## src/hw/rtl/ufr_pkg.sv

```systemverilog
`default_nettype none
package ufr_pkg;

    // Default frame size limits
    localparam int MAX_PAYLOAD_DEF   = 64;
    localparam int SHORT_PAYLOAD_DEF = 2;

    // Register file
    localparam int CFG_ADDR_W = 4;
    localparam int CFG_DATA_W = 32;

    localparam logic [1:0] REG_PROTOCOL_MODE = 2'd0;
    localparam logic [1:0] REG_HEAD_FIRST    = 2'd1;
    localparam logic [1:0] REG_HEAD_SECOND   = 2'd2;
    localparam logic [1:0] REG_VERSION_VALUE = 2'd3;

    localparam logic       PROTOCOL_MODE_RST = 1'b1;
    localparam logic [7:0] HEAD_FIRST_RST    = 8'h55;
    localparam logic [7:0] HEAD_SECOND_RST   = 8'hAA;
    localparam logic [7:0] VERSION_VALUE_RST = 8'h00;

    // Result kinds
    localparam logic KIND_PAYLOAD = 1'b0;
    localparam logic KIND_END     = 1'b1;

    typedef struct packed {
        logic       protocol_mode;
        logic [7:0] head_first;
        logic [7:0] head_second;
        logic [7:0] version_value;
    } cfg_t;

    typedef struct packed {
        logic       kind;
        logic [7:0] data_byte;
        logic [5:0] byte_index;
        logic [7:0] command;
        logic [6:0] payload_length;
        logic       checksum_ok;
    } res_t;

endpackage
`default_nettype wire

```

## src/hw/rtl/ufr_regs.sv

```systemverilog
`default_nettype none
module ufr_regs (
    input  wire logic                             clk,
    input  wire logic                             rst_n,
    input  wire logic                             psel,
    input  wire logic                             penable,
    input  wire logic                             pwrite,
    input  wire logic [ufr_pkg::CFG_ADDR_W-1:0]   paddr,
    input  wire logic [ufr_pkg::CFG_DATA_W-1:0]   pwdata,
    output logic      [ufr_pkg::CFG_DATA_W-1:0]   prdata,
    output logic                                  pready,
    output ufr_pkg::cfg_t                         cfg
);

    ufr_pkg::cfg_t cfg_reg;
    logic          wr_en;
    logic [1:0]    reg_sel;

    assign pready  = 1'b1;
    assign wr_en   = psel && penable && pwrite;
    assign reg_sel = paddr[3:2];
    assign cfg     = cfg_reg;

    always_ff @(posedge clk or negedge rst_n)
    begin
        if (!rst_n)
        begin
            cfg_reg.protocol_mode <= ufr_pkg::PROTOCOL_MODE_RST;
            cfg_reg.head_first    <= ufr_pkg::HEAD_FIRST_RST;
            cfg_reg.head_second   <= ufr_pkg::HEAD_SECOND_RST;
            cfg_reg.version_value <= ufr_pkg::VERSION_VALUE_RST;
        end
        else if (wr_en)
        begin
            unique case (reg_sel)
                ufr_pkg::REG_PROTOCOL_MODE: cfg_reg.protocol_mode <= pwdata[0];
                ufr_pkg::REG_HEAD_FIRST:    cfg_reg.head_first    <= pwdata[7:0];
                ufr_pkg::REG_HEAD_SECOND:   cfg_reg.head_second   <= pwdata[7:0];
                ufr_pkg::REG_VERSION_VALUE: cfg_reg.version_value <= pwdata[7:0];
                default:                    cfg_reg <= cfg_reg;
            endcase
        end
    end

    always_comb
    begin
        prdata = '0;
        unique case (reg_sel)
            ufr_pkg::REG_PROTOCOL_MODE: prdata[0]   = cfg_reg.protocol_mode;
            ufr_pkg::REG_HEAD_FIRST:    prdata[7:0] = cfg_reg.head_first;
            ufr_pkg::REG_HEAD_SECOND:   prdata[7:0] = cfg_reg.head_second;
            ufr_pkg::REG_VERSION_VALUE: prdata[7:0] = cfg_reg.version_value;
            default:                    prdata      = '0;
        endcase
    end

endmodule
`default_nettype wire

```

## src/hw/rtl/ufr_parser.sv

```systemverilog
`default_nettype none
module ufr_parser #(
    parameter int MAX_PAYLOAD   = ufr_pkg::MAX_PAYLOAD_DEF,
    parameter int SHORT_PAYLOAD = ufr_pkg::SHORT_PAYLOAD_DEF
) (
    input  wire logic          clk,
    input  wire logic          rst_n,
    input  wire ufr_pkg::cfg_t cfg,
    input  wire logic          step,       // byte in rx_byte is consumed this cycle
    input  wire logic [7:0]    rx_byte,
    input  wire logic          res_stall,
    output logic               res_valid,
    output ufr_pkg::res_t      res
);

    localparam int MAX_LEN = (MAX_PAYLOAD > SHORT_PAYLOAD) ? MAX_PAYLOAD : SHORT_PAYLOAD;
    localparam int CNT_W   = $clog2(MAX_LEN + 1);

    localparam logic [2:0] PH_IDLE   = 3'd0;
    localparam logic [2:0] PH_HEAD0  = 3'd1;
    localparam logic [2:0] PH_HEAD1  = 3'd2;
    localparam logic [2:0] PH_VER    = 3'd3;
    localparam logic [2:0] PH_CMD    = 3'd4;
    localparam logic [2:0] PH_LENHI  = 3'd5;
    localparam logic [2:0] PH_BUSY   = 3'd6;
    localparam logic [2:0] PH_VERIFY = 3'd7;

    logic [2:0]       phase_reg,   phase_next;
    logic [CNT_W-1:0] count_reg,   count_next;
    logic [CNT_W-1:0] exp_len_reg, exp_len_next;
    logic [7:0]       len_hi_reg,  len_hi_next;
    logic [7:0]       cmd_reg,     cmd_next;
    logic [7:0]       sum_reg,     sum_next;
    logic             res_valid_reg, res_valid_next;
    ufr_pkg::res_t    res_reg,     res_next;

    logic             emit;
    logic [7:0]       sum_add;
    logic [15:0]      len16;
    logic [CNT_W-1:0] count_inc;
    logic [15:0]      count_ext;
    logic [15:0]      exp_ext;

    assign sum_add   = sum_reg + rx_byte;
    assign len16     = {len_hi_reg, rx_byte};
    assign count_inc = count_reg + CNT_W'(1);
    assign count_ext = 16'(count_reg);
    assign exp_ext   = 16'(exp_len_reg);

    always_comb
    begin
        phase_next   = phase_reg;
        count_next   = count_reg;
        exp_len_next = exp_len_reg;
        len_hi_next  = len_hi_reg;
        cmd_next     = cmd_reg;
        sum_next     = sum_reg;
        emit         = 1'b0;
        res_next     = res_reg;

        unique case (phase_reg)
            PH_IDLE:
            begin
                if (rx_byte == cfg.head_first)
                begin
                    sum_next   = rx_byte;
                    count_next = '0;
                    phase_next = PH_HEAD0;
                end
            end
            PH_HEAD0:
            begin
                if (rx_byte == cfg.head_second)
                begin
                    sum_next   = sum_add;
                    phase_next = PH_HEAD1;
                end
                else
                begin
                    phase_next = PH_IDLE;
                    count_next = '0;
                end
            end
            PH_HEAD1:
            begin
                if (cfg.protocol_mode)
                begin
                    if (rx_byte == cfg.version_value)
                    begin
                        sum_next   = sum_add;
                        phase_next = PH_VER;
                    end
                    else
                    begin
                        phase_next = PH_IDLE;
                        count_next = '0;
                    end
                end
                else
                begin
                    // short mode: this byte is the command
                    sum_next     = sum_add;
                    cmd_next     = rx_byte;
                    exp_len_next = CNT_W'(SHORT_PAYLOAD);
                    count_next   = '0;
                    phase_next   = PH_BUSY;
                end
            end
            PH_VER:
            begin
                sum_next   = sum_add;
                cmd_next   = rx_byte;
                phase_next = PH_CMD;
            end
            PH_CMD:
            begin
                sum_next    = sum_add;
                len_hi_next = rx_byte;
                phase_next  = PH_LENHI;
            end
            PH_LENHI:
            begin
                sum_next   = sum_add;
                count_next = '0;
                if (len16 > 16'(MAX_PAYLOAD))
                begin
                    // oversize frame dropped silently
                    phase_next = PH_IDLE;
                end
                else
                begin
                    exp_len_next = len16[CNT_W-1:0];
                    phase_next   = (len16 != 16'd0) ? PH_BUSY : PH_VERIFY;
                end
            end
            PH_BUSY:
            begin
                sum_next                = sum_add;
                emit                    = 1'b1;
                res_next.kind           = ufr_pkg::KIND_PAYLOAD;
                res_next.data_byte      = rx_byte;
                res_next.byte_index     = count_ext[5:0];
                res_next.command        = cmd_reg;
                res_next.payload_length = exp_ext[6:0];
                res_next.checksum_ok    = 1'b0;
                count_next              = count_inc;
                if (count_inc >= exp_len_reg)
                begin
                    phase_next = PH_VERIFY;
                end
            end
            PH_VERIFY:
            begin
                emit                    = 1'b1;
                res_next.kind           = ufr_pkg::KIND_END;
                res_next.data_byte      = 8'd0;
                res_next.byte_index     = 6'd0;
                res_next.command        = cmd_reg;
                res_next.payload_length = count_ext[6:0];
                res_next.checksum_ok    = (sum_reg == rx_byte);
                phase_next              = PH_IDLE;
                count_next              = '0;
            end
            default:
            begin
                phase_next = PH_IDLE;
            end
        endcase
    end

    // result register: new beat on emit, otherwise drop once taken
    assign res_valid_next = (step && emit) ? 1'b1 : (res_valid_reg && res_stall);

    always_ff @(posedge clk or negedge rst_n)
    begin
        if (!rst_n)
        begin
            phase_reg     <= PH_IDLE;
            count_reg     <= '0;
            exp_len_reg   <= '0;
            len_hi_reg    <= 8'd0;
            cmd_reg       <= 8'd0;
            sum_reg       <= 8'd0;
            res_valid_reg <= 1'b0;
        end
        else
        begin
            res_valid_reg <= res_valid_next;
            if (step)
            begin
                phase_reg   <= phase_next;
                count_reg   <= count_next;
                exp_len_reg <= exp_len_next;
                len_hi_reg  <= len_hi_next;
                cmd_reg     <= cmd_next;
                sum_reg     <= sum_next;
            end
        end
    end

    always_ff @(posedge clk)
    begin
        if (step && emit)
        begin
            res_reg <= res_next;
        end
    end

    assign res_valid = res_valid_reg;
    assign res       = res_reg;

endmodule
`default_nettype wire

```

## src/hw/rtl/uart_frame_receiver.sv

```systemverilog
`default_nettype none
// UART frame receiver: parses header / length / checksum frames from a byte stream.
//
// Input channel: rx_valid, rx_stall, rx_byte. One received byte per beat.
// Output channel: result_valid, result_stall, and the result fields. A beat is
// either a payload byte (kind 0) or an end-of-frame summary (kind 1) carrying
// command, payload length and the checksum pass flag. Header bytes, version,
// command and length bytes produce no beat.
// Config: APB registers protocol_mode, head_first, head_second, version_value
// at byte addresses 0x0, 0x4, 0x8, 0xC. pready is tied high.
//
// Data path: a byte is parsed while it sits in the input register, and its result
// lands in the result register at the edge that ends that parse step.
// Throughput: one byte per cycle while no result waits; the parse step updates
// state, running sum and counters all together.
// Stall: a waiting result holds the parse step; the input register still takes
// one more byte if it is empty, then rx_stall rises until the result is taken.
// Reset (rst_n low, async): parser back to hunting for head_first, all
// pipeline stages empty, registers at their reset values.
module uart_frame_receiver #(
    parameter int MAX_PAYLOAD   = ufr_pkg::MAX_PAYLOAD_DEF,
    parameter int SHORT_PAYLOAD = ufr_pkg::SHORT_PAYLOAD_DEF
) (
    input  wire logic                            clk,
    input  wire logic                            rst_n,
    // APB config
    input  wire logic                            psel,
    input  wire logic                            penable,
    input  wire logic                            pwrite,
    input  wire logic [ufr_pkg::CFG_ADDR_W-1:0]  paddr,
    input  wire logic [ufr_pkg::CFG_DATA_W-1:0]  pwdata,
    output logic      [ufr_pkg::CFG_DATA_W-1:0]  prdata,
    output logic                                 pready,
    // byte input
    input  wire logic                            rx_valid,
    output logic                                 rx_stall,
    input  wire logic [7:0]                      rx_byte,
    // results
    output logic                                 result_valid,
    input  wire logic                            result_stall,
    output logic                                 kind,
    output logic      [7:0]                      data_byte,
    output logic      [5:0]                      byte_index,
    output logic      [7:0]                      command,
    output logic      [6:0]                      payload_length,
    output logic                                 checksum_ok
);

    ufr_pkg::cfg_t cfg;
    ufr_pkg::res_t res;

    logic       in_valid_reg;
    logic [7:0] in_byte_reg;
    logic       step;       // parse the held byte this cycle
    logic       rx_take;

    ufr_regs u_regs (
        .clk     (clk),
        .rst_n   (rst_n),
        .psel    (psel),
        .penable (penable),
        .pwrite  (pwrite),
        .paddr   (paddr),
        .pwdata  (pwdata),
        .prdata  (prdata),
        .pready  (pready),
        .cfg     (cfg)
    );

    // parse only when the result register can take a beat
    assign step     = in_valid_reg && (!result_valid || !result_stall);
    assign rx_stall = in_valid_reg && !step;
    assign rx_take  = rx_valid && !rx_stall;

    always_ff @(posedge clk or negedge rst_n)
    begin
        if (!rst_n)
        begin
            in_valid_reg <= 1'b0;
        end
        else if (!rx_stall)
        begin
            in_valid_reg <= rx_valid;
        end
    end

    always_ff @(posedge clk)
    begin
        if (rx_take)
        begin
            in_byte_reg <= rx_byte;
        end
    end

    ufr_parser #(
        .MAX_PAYLOAD   (MAX_PAYLOAD),
        .SHORT_PAYLOAD (SHORT_PAYLOAD)
    ) u_parser (
        .clk       (clk),
        .rst_n     (rst_n),
        .cfg       (cfg),
        .step      (step),
        .rx_byte   (in_byte_reg),
        .res_stall (result_stall),
        .res_valid (result_valid),
        .res       (res)
    );

    assign kind           = res.kind;
    assign data_byte      = res.data_byte;
    assign byte_index     = res.byte_index;
    assign command        = res.command;
    assign payload_length = res.payload_length;
    assign checksum_ok    = res.checksum_ok;

endmodule
`default_nettype wire

```

## config.mk

```make
export PLATFORM = sky130hd
export DESIGN_NAME = uart_frame_receiver
export DESIGN_NICKNAME = d
export VERILOG_FILES = /design/src/hw/rtl/ufr_pkg.sv /design/src/hw/rtl/ufr_regs.sv /design/src/hw/rtl/ufr_parser.sv /design/src/hw/rtl/uart_frame_receiver.sv
export SDC_FILE = /design/constraint.sdc
export NUM_CORES = 1
export LEC_CHECK = 0
export BUFFER_PORTS_ARGS = -buffer_cell sky130_fd_sc_hd__buf_2
export CAP_MARGIN = 20
export CORE_MARGIN = 8
export CORE_UTILIZATION = 42
export DETAILED_ROUTE_END_ITERATION = 10
export PLACE_DENSITY = 0.72
export REMOVE_ABC_BUFFERS = 1
export SLEW_MARGIN = 20
export SYNTH_ARGS = -nofsm -noshare
export SYNTH_HDL_FRONTEND = slang
export SYNTH_SLANG_ARGS = --single-unit
```

## constraint.sdc

```tcl
create_clock -name clk -period 6.75 [get_ports clk]
set_input_delay 0 -clock clk [delete_from_list [all_inputs] [get_ports clk]]
set_output_delay 0 -clock clk [all_outputs]
set_load 0.005 [all_outputs]
```

# [Word level (Yosys, flattened, before mapping)]
# Cells that the tools add are included.
[op_classes] add_sub_neg=2 n_lt_le_gt_ge=2 n_eq_ne=22 mux=28 n_reduce_logical=34
[ops] op="$pmux 31 s2" n=1
[ops] op="$mux 7" n=6
[ops] op="$mux 8" n=5
[ops] op="$pmux 7 s5" n=1
[ops] op="$eq 8x8->1" n=4
[ops] op="$pmux 8 s4" n=1
[ops] op="$pmux 3 s8" n=1
[ops] op="$pmux 7 s3" n=1
[ops] op="$gt 16x7->1 const B" n=1
[ops] op="$pmux 8 s2" n=1
[ops] op="$reduce_bool 16->1" n=1
[ops] op="$pmux 7 s2" n=1
[ops] op="$eq 3x3->1 const B" n=4
[ops] op="$mux 3" n=4
[ops] op="$reduce_and 2->1" n=6
[ops] op="$reduce_and 5->1" n=2
[ops] op="$add 8x8->8" n=1
[ops] op="$add 7x1->7 const B" n=1
[ops] op="$ge 7x7->1" n=1
[ops] op="$logic_and 1x1->1" n=7
[ops] op="$eq 3x2->1 const B" n=2
[ops] op="$ne 2x1->1 const B" n=3
[ops] op="$ne 2x2->1 const B" n=3
[ops] op="$reduce_and 3->1" n=2
[ops] op="other kinds (18)" n=28
[totals] ff_bits=107 input_bits=51 output_inout_bits=66 word_cells=107

# [Longest topological paths before layout]
# Gate-level depths: netlist (run 1).
[depth] ltp_word=7 mapped_depth=9 ltp_nobuf=9

# [By module]
# Synthesis (run 1) repeated with hierarchy kept, for this count alone.
[hier_totals] hier_cells=481 area_unflattened_um2=5661.7
[modules_own_cells] mod="ufr_parser" n_inst=1 cells_per_inst=365 area_each_um2=3991.3 seq_area_each_um2=1981.9
[modules_own_cells] mod="ufr_regs" n_inst=1 cells_per_inst=102 area_each_um2=1371.3 seq_area_each_um2=636.9
[modules_own_cells] mod="uart_frame_receiver" n_inst=1 cells_per_inst=14 area_each_um2=299.0 seq_area_each_um2=265.3

# [Worst setup path after synthesis (run 1)]
# Ideal clock, no wire load.
[synth_path] kind="flip-flop to flip-flop" start="register u_parser.phase_reg[2]" end="register u_parser.res_reg, in the netlist u_parser.res[0] (enable)" setup_ps=419 t_arrival_ps=1885 t_required_ps=6331 path_slack_ps=4446 path_stages_with_launch=4 synth_period_minus_slack_ps=2304 cell_sequence="dfrtp_1 -> buf_4 -> nand2_1 -> nor2_1"
[synth_via] elab_chain_len=5 word_cells_on_any_way=7
[synth_lines] element="start, declared" line_no="ufr_parser.sv:28" rtl="logic [2:0] phase_reg, phase_next;"
[synth_lines] element="start signal, assigned" line_no="ufr_parser.sv:191" rtl="phase_reg <= phase_next;"
[synth_lines] element="$eq 3x3->1" line_no="ufr_parser.sv:61" rtl="unique case (phase_reg)"
[synth_lines] element="$reduce_or 2->1 (no line)"
[synth_lines] element="$mux 1" line_no="ufr_parser.sv:61"
[synth_lines] element="$logic_and 1x1->1" line_no="ufr_parser.sv:203" rtl="if (step && emit)"
[synth_lines] element="$reduce_and 2->1 (no line) (*)"
[synth_lines] element="end signal, assigned" line_no="ufr_parser.sv:205" rtl="res_reg <= res_next;"
[synth_lines] element="end, declared" line_no="ufr_parser.sv:35" rtl="ufr_pkg::res_t res_reg, res_next;"
# Every way passes the cells marked *; elsewhere a longest branch is shown, timed or not.
# A chain may end at the register's enable or synchronous reset.

# [Final worst setup path (run 1)]
[layout_path] start="register in_byte_reg[2]" end="register u_parser.sum_reg[7]"
[layout_via] elab_chain_len=4 word_cells_on_any_way=12
[layout_lines] element="start, declared" line_no="uart_frame_receiver.sv:53" rtl="logic [7:0] in_byte_reg;"
[layout_lines] element="start signal, assigned" line_no="uart_frame_receiver.sv:91" rtl="in_byte_reg <= rx_byte;"
[layout_lines] element="$add 8x8->8" line_no="ufr_parser.sv:44" rtl="assign sum_add = sum_reg + rx_byte;"
[layout_lines] element="$mux 8" line_no="ufr_parser.sv:88" rtl="if (rx_byte == cfg.version_value)"
[layout_lines] element="$mux 8" line_no="ufr_parser.sv:86" rtl="if (cfg.protocol_mode)"
[layout_lines] element="$pmux 8 s4" line_no="ufr_parser.sv:61"
[layout_lines] element="end signal, assigned" line_no="ufr_parser.sv:196" rtl="sum_reg <= sum_next;"
[layout_lines] element="end, declared" line_no="ufr_parser.sv:33" rtl="logic [7:0] sum_reg, sum_next;"
# Parallel ways exist; a longest one is shown, timed or not. The select of a mux whose other input is x is not followed.

==> results of run 1 <==
path summary, 6_finish.rpt:
| check | start | to | slack [ps] | depth (start not counted) |
|---|---|---|---|---|
| min | penable | u_regs.cfg[24] | 110 | 5 |
| max | in_byte_reg[2] | u_parser.sum_reg[7] | 4070 | 7 |
| max in group asynchronous | rst_n | u_parser.len_hi_reg[1] | 5810 | 3 |
| min reg2reg | u_parser.cmd_reg[7] | u_parser.res[15] | 450 | 0 |
| max reg2reg | in_byte_reg[2] | u_parser.sum_reg[7] | 4070 | 7 |
| min in group asynchronous | rst_n | u_parser.count_reg[3] | 380 | 3 |
power by group through the flow:
stage | Combinational, uW | Clock [uW] | Sequential [uW]
floorplan | 370 | 0 | 853
global placement | 451 | 0 | 876
detailed placement | 472 | 0 | 882
CTS | 482 | 539 | 869
global route | 539 | 564 | 885
finish | 481 | 526 | 872
final cells by class:
cell class	count	area, sq um	share of cell area [%]
clock buffers	9	225	3.49
clock inverters	7	83.8	1.30
inverters	22	82.6	1.28
multi-input cells	325	2430	37.7
flip-flops and latches	107	2880	44.6
well taps	176	220	3.41
repair buffers	86	531	8.21
through the flow:
step	std cells	cell area (sq um)	utilization (%)	hold WS, ps	total power, uW
after detailed placement	697	5960	45.2	179	1350
after CTS	732	6460	49.0	85.4	1890
after global placement	697	5960	45.2	181	1330
final	732	6460	49.0	109	1880
after global routing	732	6460	49.0	128	1990
after floorplan	454	5400	-	-296	1220
per-layer routing:
metal	wire length [um]	vias to the layer above	global-route usage, %
met1	5290	1811	16.9
met2	5580	101	23.1
met3	633	19	3.39
met5	0	-	0
li1	-	1778	-
met4	226	0	4.53
placed cells by master, fill, tap and decap left out, types with 4 or more instances in the layout:
cell type      count
nand3_1            8
edfxtp_1          39
dlygate4sd3_1     19
nand4_1            6
clkbuf_16          9
conb_1            25
or2_2              4
mux2i_1           12
a211oi_1           6
dfstp_2            9
ha_1              15
a22o_1             8
nor3_1            10
dfrtp_1           59
o31ai_1            4
inv_6              4
nor2_1            19
and2_1            12
inv_1             22
xnor2_1           28
buf_2             65
mux2_2            56
nand2_1           39
nand2b_1           4
o21ai_0           20
nor4_1             4
cell families after synthesis:
group           after synthesis  synth area share, %
flops                       107                 51.2
buf+inv                      68                 7.22
xor+xnor                     31                 4.82
simple gates                125                 11.5
mux                          70                 14.0
compound gates               58                 7.53
fa+ha+maj                    16                 3.69
other cells                   2                0.133
worst register-to-register path: stages (launching register included):
cell,delay [ps]
edfxtp_1,630
ha_1,480
o21ai_0,140
o21ai_0,330
a21oi_1,180
or4b_1,490
a211oi_1,250
a211o_1,130
==> results_dict.tcl, run 1 <==
set metrics [dict create \
    status "completed" \
    p_int_uw 1280 \
    drt_first_iter_violations 183 \
    power.leakage_uw 0.00281 \
    synth_area_leaders "dfrtp_1 (26%), edfxtp_1 (21%), mux2_2 (11%)" \
    cp.arrival_ps 2970 \
    place_ws_ps 4070 \
    cts_buffer_depth 2 \
    synth_edf_count 39 \
    ys_ff_latch 107 \
    syn_to_final_growth_pct 14.6 \
    nets 618 \
    start_util_pct 42.7 \
    drive_above_1_share_pct 29.5 \
    hpwl_um 8600 \
    hold_class "in -> reg" \
    hold_viol 0 \
    syn_area_sq_um 5640 \
    htreeDepth 3 \
    post-cts-setup-buffers 0 \
    cts_buffers 9 \
    power_density_nw_per_um2 291 \
    fin_ws_ps 4070 \
    critPathBufInv 0 \
    antenna_found_initial 0 \
    pin_count 117 \
    root_buffer "clkbuf_16" \
    rsz0062_at_grt "no" \
    ys_types 58 \
    grt_pass1_vias 3997 \
    yosysSeqAreaShare_pct 51.2 \
    setup_viol 0 \
    criticalPathCategory "reg -> reg" \
    timing.fmax_mhz 373 \
    skew_ps 10.2 \
    drcViolationCount 0 \
    seq_power_share_pct 46.4 \
    synthTopCellsByCount "dfrtp_1 (59), mux2_2 (56), edfxtp_1 (39), nand2_1 (39), buf_4 (29)" \
    cp_max_fo 10 \
    yosysMostFrequentCell "dfrtp_1" \
    pwr-share-clk_pct 28.0 \
    fill_cells 1198 \
    crit_family "compound AO/OA/AOI/OAI gates" \
    routed_wl_um 11700 \
    die_w_um 132 \
    max_slew_margin_pct 42.6 \
    clkTransAtPathRegs_ps 80 \
    drv_slew 0 \
    finalCritPeriodShare_pct 39.7 \
    portBuffers 65 \
    grt_use_total_pct 13.7 \
    path_common_cell "o21ai_0" \
    ant_nets 0 \
    clk_latency_ps 350 \
    cts_tree "built" \
    hold_buffers 19 \
    comb_power_share_pct 25.6 \
    grt_pass1_wl_um 19800 \
    overflow 0 \
    syn_area_per_cell_sq_um 11.8 \
    synth.top_cell.area_share_pct 26.2 \
    diodes 0 \
    synth_top_area_cell "dfrtp_1" \
    viasPerCell 5.07 \
    cp_cell_sequence "ha_1 > o21ai_0 > o21ai_0 > a21oi_1 > or4b_1 > a211oi_1 > a211o_1" \
    maxCapViolCount 0 \
    largest_reg_flops 31 \
    core_region_area_sq_um 13200 \
    grt_start_max_net_pins 69 \
    slowest_stage "edfxtp_1" \
    critPathMaxStageDelay_ps 630 \
    irDropWorstVdd_mv 0.156 \
    place.gp.congestion 0.816 \
    tightest_slew_ps 861 \
    dieArea_sq_um 17400 \
    switching_power_uw 597 \
    cts_resized 0 \
    vias 3709 \
    rows 42 \
    postSynthCellCount 477 \
    required_ps 7040 \
    yosysWarnings 0 \
    finalSetupTns_ps 0 \
    cts.sinks 107 \
    p_sw_share_pct 31.8 \
    die_y_um 132 \
    end_kind "flop" \
    drtPass1Iterations 4 \
    fin_crit_ps 2680 \
    routedWlPerCell_um 16.0 \
    synth_ff_type "dfrtp_1" \
    async_reset_ff_share_pct 63.6 \
    start_kind "flop" \
]
(Power assumes the default switching activity.)
==> inputs of run 2 (changes only) <==
--- a/config.mk
+++ b/config.mk
@@ -10,7 +10,7 @@
 export CORE_MARGIN = 8
 export CORE_UTILIZATION = 42
 export DETAILED_ROUTE_END_ITERATION = 10
-export PLACE_DENSITY = 0.72
+export PLACE_DENSITY = 0.74
 export REMOVE_ABC_BUFFERS = 1
 export SLEW_MARGIN = 20
 export SYNTH_ARGS = -nofsm -noshare
==> constraint.sdc (replaced) <==
create_clock -name clk -period 2.3 [get_ports clk]
set_input_delay 0 -clock clk [delete_from_list [all_inputs] [get_ports clk]]
set_output_delay 0 -clock clk [all_outputs]
set_load 0.005 [all_outputs]
==> run 2 against run 1 <==
  * Flip-flop and latch count stayed put
  * Global-route usage rose by 0.51 points
  * Register-to-register slack worse by 4000 ps
  * Total power grew to 3.0 times the previous value
  * Clock skew fell by 1.3 ps
  * First-iteration DRC count is 2.7% higher
  * Worst hold slack got worse by 22 ps
  * Die area stayed put
  * Worst setup slack worse by 4000 ps
  * Combinational power rose to 3.6 times the previous value
  * Clock-buffer cell count is 1 higher
  * Cell count up 5.9%
  * Critical path type unchanged
==> results_dict.tcl, run 2 (same netlist as run 1, synthesis figures left out) <==
set metrics [dict create \
    status "completed" \
    clk_latency_ps 350 \
    power.leakage_uw 0.00302 \
    final_cell_mix "buf_2 (65), dfrtp_1 (57), mux2_2 (56)" \
    ant_nets 0 \
    clkTransAtPathRegs_ps 70 \
    grt_start_max_net_pins 69 \
    viasPerCell 4.97 \
    p_sw_share_pct 31.4 \
    rows 42 \
    die_w_um 132 \
    power_density_nw_per_um2 828 \
    antenna_found_initial 0 \
    end_kind "flop" \
    start_kind "flop" \
    drv_slew 0 \
    pin_count 117 \
    cts.sinks 107 \
    finalCritPeriodShare_pct 97.9 \
    holdPathStages 5 \
    largest_reg_flops 31 \
    root_buffer "clkbuf_16" \
    hold_class "in -> reg" \
    cts_buffer_depth 2 \
    grt_use_total_pct 14.3 \
    diodes 0 \
    dp.cells 732 \
    htreeDepth 3 \
    portBuffers 65 \
    r2r_slack_ps 50 \
    irDropWorstVdd_mv 0.514 \
    die_y_um 132 \
    max_slew_margin_pct 39.9 \
    rr_worst_depth 9 \
    drtPass1Iterations 5 \
    required_ps 2540 \
    cp.arrival_ps 2500 \
    reg2reg_to "u_parser.phase_reg[1]" \
    instances_no_fill 775 \
    drive_above_1_share_pct 36.9 \
    cts_buffers 9 \
    nets 661 \
    core_region_area_sq_um 13200 \
    grt_pass1_wl_um 20100 \
    placedInstanceArea_sq_um 6220 \
    drt_first_iter_violations 188 \
    overflow 0 \
    start_util_pct 42.7 \
    dieArea_sq_um 17400 \
    maxCapViolCount 0 \
    switching_power_uw 1790 \
    pwr-share-clk_pct 24.8 \
    drcViolationCount 0 \
    p_int_uw 3910 \
    vias 3853 \
    syn_to_final_growth_pct 22.1 \
    grt_pass1_vias 4038 \
    hpwl_um 8960 \
    cts_tree "built" \
    hold_start "penable" \
    place.gp.congestion 0.863 \
    tightest_slew_ps 902 \
    hold_viol 0 \
    routedWlPerCell_um 15.7 \
    criticalPathCategory "reg -> reg" \
    routed_wl_um 12100 \
    fin_crit_ps 2250 \
    final_common_cell "buf_2" \
    hold_end "u_regs.cfg[24]" \
    r2r-start "u_parser.count_reg[1]" \
    skew_ps 8.91 \
    fill_cells 1111 \
    rsz0062_at_grt "yes" \
    timing.fmax_mhz 444 \
    setup_viol 0 \
    fin_area_sq_um 6880 \
    comb_power_share_pct 30.6 \
    seq_power_share_pct 44.7 \
    cp_max_fo 5 \
]
[run 2: cell types whose count changed in the layout (fill, tap and decap cells not counted), sizes merged]
cell and change:
buf +42, inv -3, clkbuf +1, clkinv +1, clkinvlp +1, dlygate4sd3 +1
[run 2: power by group through the flow]
stage | logic (uW) | registers (uW) | clock network (uW)
CTS | 1620 | 2520 | 1460
detailed placement | 1570 | 2560 | 0
global placement | 1520 | 2540 | 0
finish | 1740 | 2540 | 1410
floorplan | 1090 | 2500 | 0
global route | 1920 | 2580 | 1520
[run 2: layout make-up]
cell class / instances / area [sq um] / area share, %
multi-input combinational: 325 / 2560 / 37.1
sequential: 107 / 2890 / 41.9
clock buffer: 10 / 229 / 3.33
clock inverter: 6 / 40.0 / 0.582
timing repair buffer: 129 / 867 / 12.6
tap: 176 / 220 / 3.20
inverter: 22 / 82.6 / 1.20
[run 2: worst max-delay path: stages (launching register included)]
cell,delay (ps)
dfrtp_2,440
buf_6,130
ha_4,160
buf_4,140
xor2_2,150
ha_1,300
a211o_1,260
o2111ai_2,80
a211o_1,160
mux2_2,330
[run 2: worst max path at each step]
stage | start | endpoint | slack, ps
finish | u_parser.count_reg[1] | u_parser.phase_reg[1] | 50
global route | u_parser.count_reg[2] | u_parser.phase_reg[1] | -40
CTS | in_byte_reg[4] | u_parser.count_reg[6] | 10
detailed placement | in_byte_reg[4] | u_parser.sum_reg[0] | -90
global placement | in_byte_reg[4] | u_parser.sum_reg[0] | 9
floorplan | u_parser.phase_reg[2] | u_parser.res[0] | -90
[run 2: per-layer routing]
metal | vias up | GRT usage, % | share of wire [%]
met5 | - | 0 | 0
met4 | 0 | 5.11 | 1.8
met3 | 19 | 4.38 | 5.8
met2 | 100 | 24.0 | 49
met1 | 1868 | 16.8 | 44
li1 | 1866 | - | -
[run 2: what timing repair did]
action,4_1_cts,5_1_grt
hold buffers,20,0
hold endpoints to repair,94,0
buffers inserted,1,6
gates resized for setup,4,25
pin swaps,0,11
endpoints found under the setup margin,8,17
[run 2: per-stage QoR]
| stage | total power, uW | worst slack, ps | hold WS [ps] | setup TNS (ps) | util, % |
|---|---|---|---|---|---|
| after floorplan | 3590 | -89.1 | -296 | -2760 | - |
| after global placement | 4060 | 8.56 | 180 | 0 | 47.2 |
| after detailed placement | 4130 | -93.8 | 180 | -656 | 47.2 |
| after CTS | 5590 | 10.2 | 79.7 | 0 | 50.9 |
| after global routing | 6020 | -37.1 | 122 | -96.0 | 52.2 |
| final | 5700 | 48.1 | 86.8 | 0 | 52.2 |
